## src/rtl/kcpq_pkg.sv

```systemverilog
// kcpq_pkg: shared widths, command codes, controller states and the
// command/status structs between the controller and the datapath.
// No dependencies.
`timescale 1ns / 1ps
`default_nettype none

package kcpq_pkg;

  // defaults for the top-level parameters
  localparam int PALETTE_ENTRIES_DEF = 256;
  localparam int MAX_PIXELS_LOG2_DEF = 20;

  // fixed field widths of the channels
  localparam int CMD_W = 2;
  localparam int IDX_W = 8;
  localparam int CH_W  = 8;

  typedef enum logic [CMD_W-1:0] {
    CMD_LOAD     = 2'd0,
    CMD_CLASSIFY = 2'd1,
    CMD_FINALIZE = 2'd2,
    CMD_NONE     = 2'd3
  } cmd_code_t;

  typedef enum logic [3:0] {
    ST_IDLE,
    ST_DISPATCH,
    ST_LOAD,
    ST_SCAN,
    ST_DRAIN,
    ST_FETCH,
    ST_UPDATE,
    ST_FIN_READ,
    ST_FIN_START,
    ST_DIVIDE,
    ST_FIN_WRITE,
    ST_EMIT
  } state_t;

  // read address source for the palette and accumulator memories
  typedef enum logic [1:0] {
    RD_SCAN,
    RD_BEST,
    RD_ITEM
  } rd_sel_t;

  typedef struct packed {
    logic    capture;
    logic    scan_clear;
    logic    scan_issue;
    logic    rd_en;
    rd_sel_t rd_sel;
    logic    pal_load;
    logic    acc_add;
    logic    div_start;
    logic    fin_write;
    logic    out_load;
  } dp_cmd_t;

  typedef struct packed {
    cmd_code_t cmd;
    logic      in_range;
    logic      scan_last;
    logic      scan_busy;
    logic      div_done;
  } dp_status_t;

endpackage

`default_nettype wire

```

## src/rtl/kcpq_ctrl.sv

```systemverilog
// kcpq_ctrl: command sequencer and result-beat valid flag.
// Depends on kcpq_pkg; drives the datapath through dp_cmd_t.
`timescale 1ns / 1ps
`default_nettype none

module kcpq_ctrl import kcpq_pkg::*; (
  input  logic       clk,
  input  logic       rst,
  input  logic       in_valid,
  output logic       in_ready,
  output logic       out_valid,
  input  logic       out_ready,
  output dp_cmd_t    ctl,
  input  dp_status_t sts
);

  state_t state;
  state_t state_next;

  // state register
  always_ff @(posedge clk) begin
    if (rst) begin
      state <= ST_IDLE;
    end else begin
      state <= state_next;
    end
  end

  // next state and datapath commands
  always_comb begin
    state_next = state;
    ctl        = '0;
    ctl.rd_sel = RD_SCAN;
    in_ready   = 1'b0;
    unique case (state)
      ST_IDLE: begin
        in_ready = 1'b1;
        if (in_valid) begin
          ctl.capture = 1'b1;
          state_next  = ST_DISPATCH;
        end
      end
      ST_DISPATCH: begin
        unique case (sts.cmd)
          CMD_LOAD: state_next = ST_LOAD;
          CMD_CLASSIFY: begin
            ctl.scan_clear = 1'b1;
            state_next     = ST_SCAN;
          end
          CMD_FINALIZE: state_next = sts.in_range ? ST_FIN_READ : ST_EMIT;
          CMD_NONE: state_next = ST_EMIT;
        endcase
      end
      ST_LOAD: begin
        ctl.pal_load = 1'b1;
        state_next   = ST_EMIT;
      end
      ST_SCAN: begin
        ctl.scan_issue = 1'b1;
        ctl.rd_en      = 1'b1;
        ctl.rd_sel     = RD_SCAN;
        if (sts.scan_last) begin
          state_next = ST_DRAIN;
        end
      end
      ST_DRAIN: begin
        if (!sts.scan_busy) begin
          state_next = ST_FETCH;
        end
      end
      ST_FETCH: begin
        ctl.rd_en  = 1'b1;
        ctl.rd_sel = RD_BEST;
        state_next = ST_UPDATE;
      end
      ST_UPDATE: begin
        ctl.acc_add = 1'b1;
        state_next  = ST_EMIT;
      end
      ST_FIN_READ: begin
        ctl.rd_en  = 1'b1;
        ctl.rd_sel = RD_ITEM;
        state_next = ST_FIN_START;
      end
      ST_FIN_START: begin
        ctl.div_start = 1'b1;
        state_next    = ST_DIVIDE;
      end
      ST_DIVIDE: begin
        if (sts.div_done) begin
          state_next = ST_FIN_WRITE;
        end
      end
      ST_FIN_WRITE: begin
        ctl.fin_write = 1'b1;
        state_next    = ST_EMIT;
      end
      ST_EMIT: begin
        if (!out_valid || out_ready) begin
          ctl.out_load = 1'b1;
          state_next   = ST_IDLE;
        end
      end
      default: state_next = ST_IDLE;
    endcase
  end

  // result beat valid flag
  always_ff @(posedge clk) begin
    if (rst) begin
      out_valid <= 1'b0;
    end else if (ctl.out_load) begin
      out_valid <= 1'b1;
    end else if (out_ready) begin
      out_valid <= 1'b0;
    end
  end

`ifndef SYNTHESIS
  a_accept_dispatch: assert property (@(posedge clk) disable iff (rst)
    (in_valid && in_ready) |=> (state == ST_DISPATCH))
    else $error("accepted beat not dispatched");
  a_load_valid: assert property (@(posedge clk) disable iff (rst)
    ctl.out_load |=> out_valid)
    else $error("result load did not raise valid");
  a_out_hold: assert property (@(posedge clk) disable iff (rst)
    (out_valid && !out_ready) |=> out_valid)
    else $error("result beat dropped while stalled");
`endif

endmodule

`default_nettype wire

```

## config.mk

```make
export PLATFORM = sky130hd
export DESIGN_NAME = kcpq_ctrl
export DESIGN_NICKNAME = d
export VERILOG_FILES = /design/src/rtl/kcpq_pkg.sv /design/src/rtl/kcpq_ctrl.sv
export SDC_FILE = /design/constraint.sdc
export NUM_CORES = 1
export LEC_CHECK = 0
export BUFFER_PORTS_ARGS = -buffer_cell sky130_fd_sc_hd__buf_4
export CORE_AREA = 2 2 39 41
export DETAILED_ROUTE_END_ITERATION = 10
export DIE_AREA = 0 0 41 43
export GPL_TIMING_DRIVEN = 1
export PLACE_DENSITY = 0.68
export SETUP_SLACK_MARGIN = 0.05
export SLEW_MARGIN = 30
export SYNTH_ARGS = -nofsm -noshare
export SYNTH_HDL_FRONTEND = slang
export SYNTH_SLANG_ARGS = --single-unit
export TNS_END_PERCENT = 20
```

## constraint.sdc

```tcl
create_clock -name clk -period 2.5 [get_ports clk]
set_input_delay 0.375 -clock clk [delete_from_list [all_inputs] [get_ports clk]]
set_output_delay 0.375 -clock clk [all_outputs]
set_load 0.02 [all_outputs]
```

## After elaboration in Yosys (flattened, before gate mapping)

Index checks and enable logic that the tools add are counted.

- Memories kept: 0
- Input port bits: 10
- RAM bits: 0
- Word-level logic and storage cells: 51
- Flip-flop bits (word level): 5
- Output and inout bits: 13
- Latch bits: 0
- Memory bits (read-only): 0

- Add/subtract/negate cells: 0
- Multipliers: 0
- Multiplexer cells: 23
- Bitwise logic cells: 0
- $lt $le $gt $ge: 0
- Reduce and logical (&&, ||, !) cells: 7
- Equal/unequal tests: 19
- Shift-type cells: 0
- Divide/modulo/power cells: 0

Operator list:

| operator | number |
|---|---|
| $pmux 4 s10 | 1 |
| $mux 4 | 6 |
| $eq 4x3->1 const B | 4 |
| $eq 4x4->1 const B | 4 |
| $pmux 4 s4 | 1 |
| $mux 1 | 14 |
| $ne 2x2->1 const B | 5 |
| $pmux 3 s3 | 1 |
| $eq 4x2->1 const B | 2 |
| $reduce_and 5->1 | 1 |
| $eq 2x2->1 const B | 2 |
| $eq 4x1->1 const B | 1 |
| $logic_not 4->1 | 1 |
| $reduce_or 3->1 | 1 |
| $eq 2x1->1 const B | 1 |
| $logic_not 2->1 | 1 |
| $reduce_bool 2->1 | 1 |
| $logic_not 1->1 | 1 |
| $logic_or 1x1->1 | 1 |

## Longest topological paths before layout

- Depth after elaboration: 5
- Mapped depth: 5
- Mapped depth without buffers: 4

## Worst setup path before layout

Ideal clock, no wire load.

- Kind: reg2out
- Start point: register state[1]
- End point: output ctl[10] (netlist bit)
- Cell stages (with the launch flop): 5
- Data arrival time: 1.691 ns
- Slack: 0.434 ns
- Path buffers: 2
- Required time: 2.125 ns
- Cell sequence: dfxtp_1 -> buf_4 -> buf_2 -> nor4_1 -> and2_1

RTL lines:

| item | RTL line | text |
|---|---|---|
| start: declaration | kcpq_ctrl.sv:17 | `state_t state;` |
| start signal: assignment | kcpq_ctrl.sv:25 | `state <= state_next;` |
| end: declaration | kcpq_ctrl.sv:13 | `output dp_cmd_t ctl,` |

==> impl_metrics.toml <==
[clocking]
ctsHtreeMaxLevel = 1
postCtsSetupRepairBufs = 0
cts_hold_buf = 0
cts_buffers = 3
cts_resized = 0
cts.reportedPaths.clkPinSlew_ps = 40
clkLatencyLatePin_ps = 240
cts_tree = "yes"
clockRootBuffer = "clkbuf_4"
cts_buffer_depth = 2
clock-sinks = 5

[logic_synthesis]
synthFlopType = "dfxtp_1"
yosysUniqueCellTypes = 36
syn_area_sq_um = 515
synth.avg_cell_area_sq_um = 7.58
ys_seq_area_share_pct = 19.4
synthTopCellsByCount = "nor2_1, nand2b_1, dfxtp_1, nor3_1, nand2_1"
synthArstFlopShare_pct = 0
synth_edf_count = 0
yosys.cell_count.top_type = "nor2_1"
synth-seq-cells = 5
yosys_warnings = 0
syn_nets = 78
postSynthCellCount = 68
synth_area_leaders = "dfxtp_1, nand2b_1, nor2_1"
synth_top_area_cell = "dfxtp_1"
yosysTopAreaCellShare_pct = 19.4

[cells_and_area]
fin_util_pct = 49.8
diodes = 0
area.growth.synth_to_final_pct = 33.7
drive_above_1_share_pct = 36.4
finalNonFillerCells = 104
design_area_sq_um = 689
nets = 99

[critical_path]
required_ps = 2120
cp.arrival_ps = 1580
endpoint = "ctl[9]"
cp_max_fo = 19
crit_chain = "nand2b_1 -> nor4b_1 -> buf_4"
path_buf_inv = 1
crit_family = "flip-flops"
cp-start-kind = "flop"
cp_slowest_cell = "dfxtp_1"
crit_start = "state[0]"
rrSetupSlack_ps = 790
critPathKind = "reg -> out"
regToRegEndpoint = "state[0]"
cp-end-kind = "primary output"
critical_path_cell_count = 3
r2r_start = "state[0]"
r2r_cells = 4
max_stage_delay_ps = 680

[global_routing]
busiest_layer = "met2"
grt_pass1_wl_microns = 1910
use_met2_pct = 25.0
grt_use_total_pct = 14.9
antenna_found_initial = 0
grt_use_met3_pct = 1.57
grt_max_degree = 20
grt-ovfl-total = 0
grt_pass1_vias = 486
use_met1_pct = 18.1

[placed_design]
io_buffers = 22
dp_cells = 100
place_hpwl_microns = 905
dp_slack_ps = 824
place_area_sq_um = 663
gp_congestion = 0.778

[run]
drv_cap = 0

[sta]
max-slew-margin-rel_pct = 61.1
fin_crit_ps = 1960
hold_viol = 0
finalSetupViolations = 0
fin_skew_ps = 1.25
fmax_mhz = 511
fin_ws_ps = 543
fin_setup_tns_ps = 0
finalMaxSlewViolations = 0
rsz0062_at_grt = "false"
worst_pin_slew_ps = 583
finalCritPeriodShare_pct = 78.3
fin_hold_ws_ps = 354

[power_and_ir_drop]
p_switching_uw = 326
switching_share_pct = 46.8
cellPowerDensity_nw_per_um2 = 1010
p_clk_share_pct = 13.3
power_frac_seq_pct = 29.3
ir_worst_vdd_mv = 0.472
power_uw = 698
leakagePower_nw = 0.284
power_frac_comb_pct = 57.4
p_int_uw = 371

[routing]
post_drt_wl_per_cell_microns = 12.3
ant_nets = 0
drt_wl_total_microns = 1280
dr.pass1.iters = 4
vias = 566
drc = 0
vias_per_cell = 5.44
drt_iter0_markers = 2

[outcome]
outcome = "complete, no violations"

[floorplanning]
die_w_microns = 41
core_sq_um = 1380
die_area_sq_um = 1760
die_h_microns = 43
rows = 14
start_util_pct = 37.3
ios = 23

[min_path]
hold_class = "in -> reg"
-- worst reg2reg max path, cell delays in order, from the launching register on --
cell      delay [ps]
dfxtp_1          680
nand4b_1         240
or2_1            310
and3_4           170
a32o_1           210
-- registers in the layout, indices dropped and copies added, names as in the netlist --
register and cells:
out_valid 1, state 4
-- final cells by class --
cell class,count,area [sq um]
repair buffers,22,165
flip-flops and latches,5,100
clock buffers,4,26.3
inverters,2,7.51
well taps,16,20.0
fillers,154,694
multi-input cells,55,370
-- metal layers --
metal / vias to the layer above / part of all wire (%)
li1: 292 / -
met1: 256 / 47
met2: 18 / 46
met3: 0 / 7.1
met4: 0 / 0
met5: - / 0
-- how the worst min path moves through the flow --
stage	from	endpoint	slack, ps	cells past startpoint
final	rst	state[1]	350	2
after global routing	rst	state[3]	360	2
after CTS	rst	state[1]	350	2
after detailed placement	out_valid	out_valid	570	2
after global placement	out_valid	out_valid	560	2
after floorplan	rst	state[1]	440	1
-- logic make-up after synthesis --
group	after synthesis	share of synthesized area, %
AOI/OAI and AO/OA	16	24.0
buffers and inverters	8	8.74
and+or+nand+nor	38	45.9
DFF	5	19.4
muxes	1	1.94
-- power by group through the flow --
| stage | clock (mW) | combinational [mW] | sequential, mW |
|---|---|---|---|
| global placement | 0 | 0.398 | 0.199 |
| global route | 0.100 | 0.439 | 0.213 |
| floorplan | 0 | 0.390 | 0.119 |
| detailed placement | 0 | 0.401 | 0.203 |
| CTS | 0.0971 | 0.403 | 0.202 |
| finish | 0.0930 | 0.401 | 0.204 |
-- cells in the final DEF (no fill, tap or decap), drive strengths merged, types with 2 or more instances in the layout --
cell type and instances:
nand2b 6, a31o 2, a21oi 2, nand2 4, a211oi 2, clkbuf 4
inv 2, and4bb 2, buf 22, nor3 5, nor2 8, nor2b 2
a31oi 2, nor4b 2, dfxtp 5, nor4 2, o21ai 3
(Power assumes the default switching activity.)
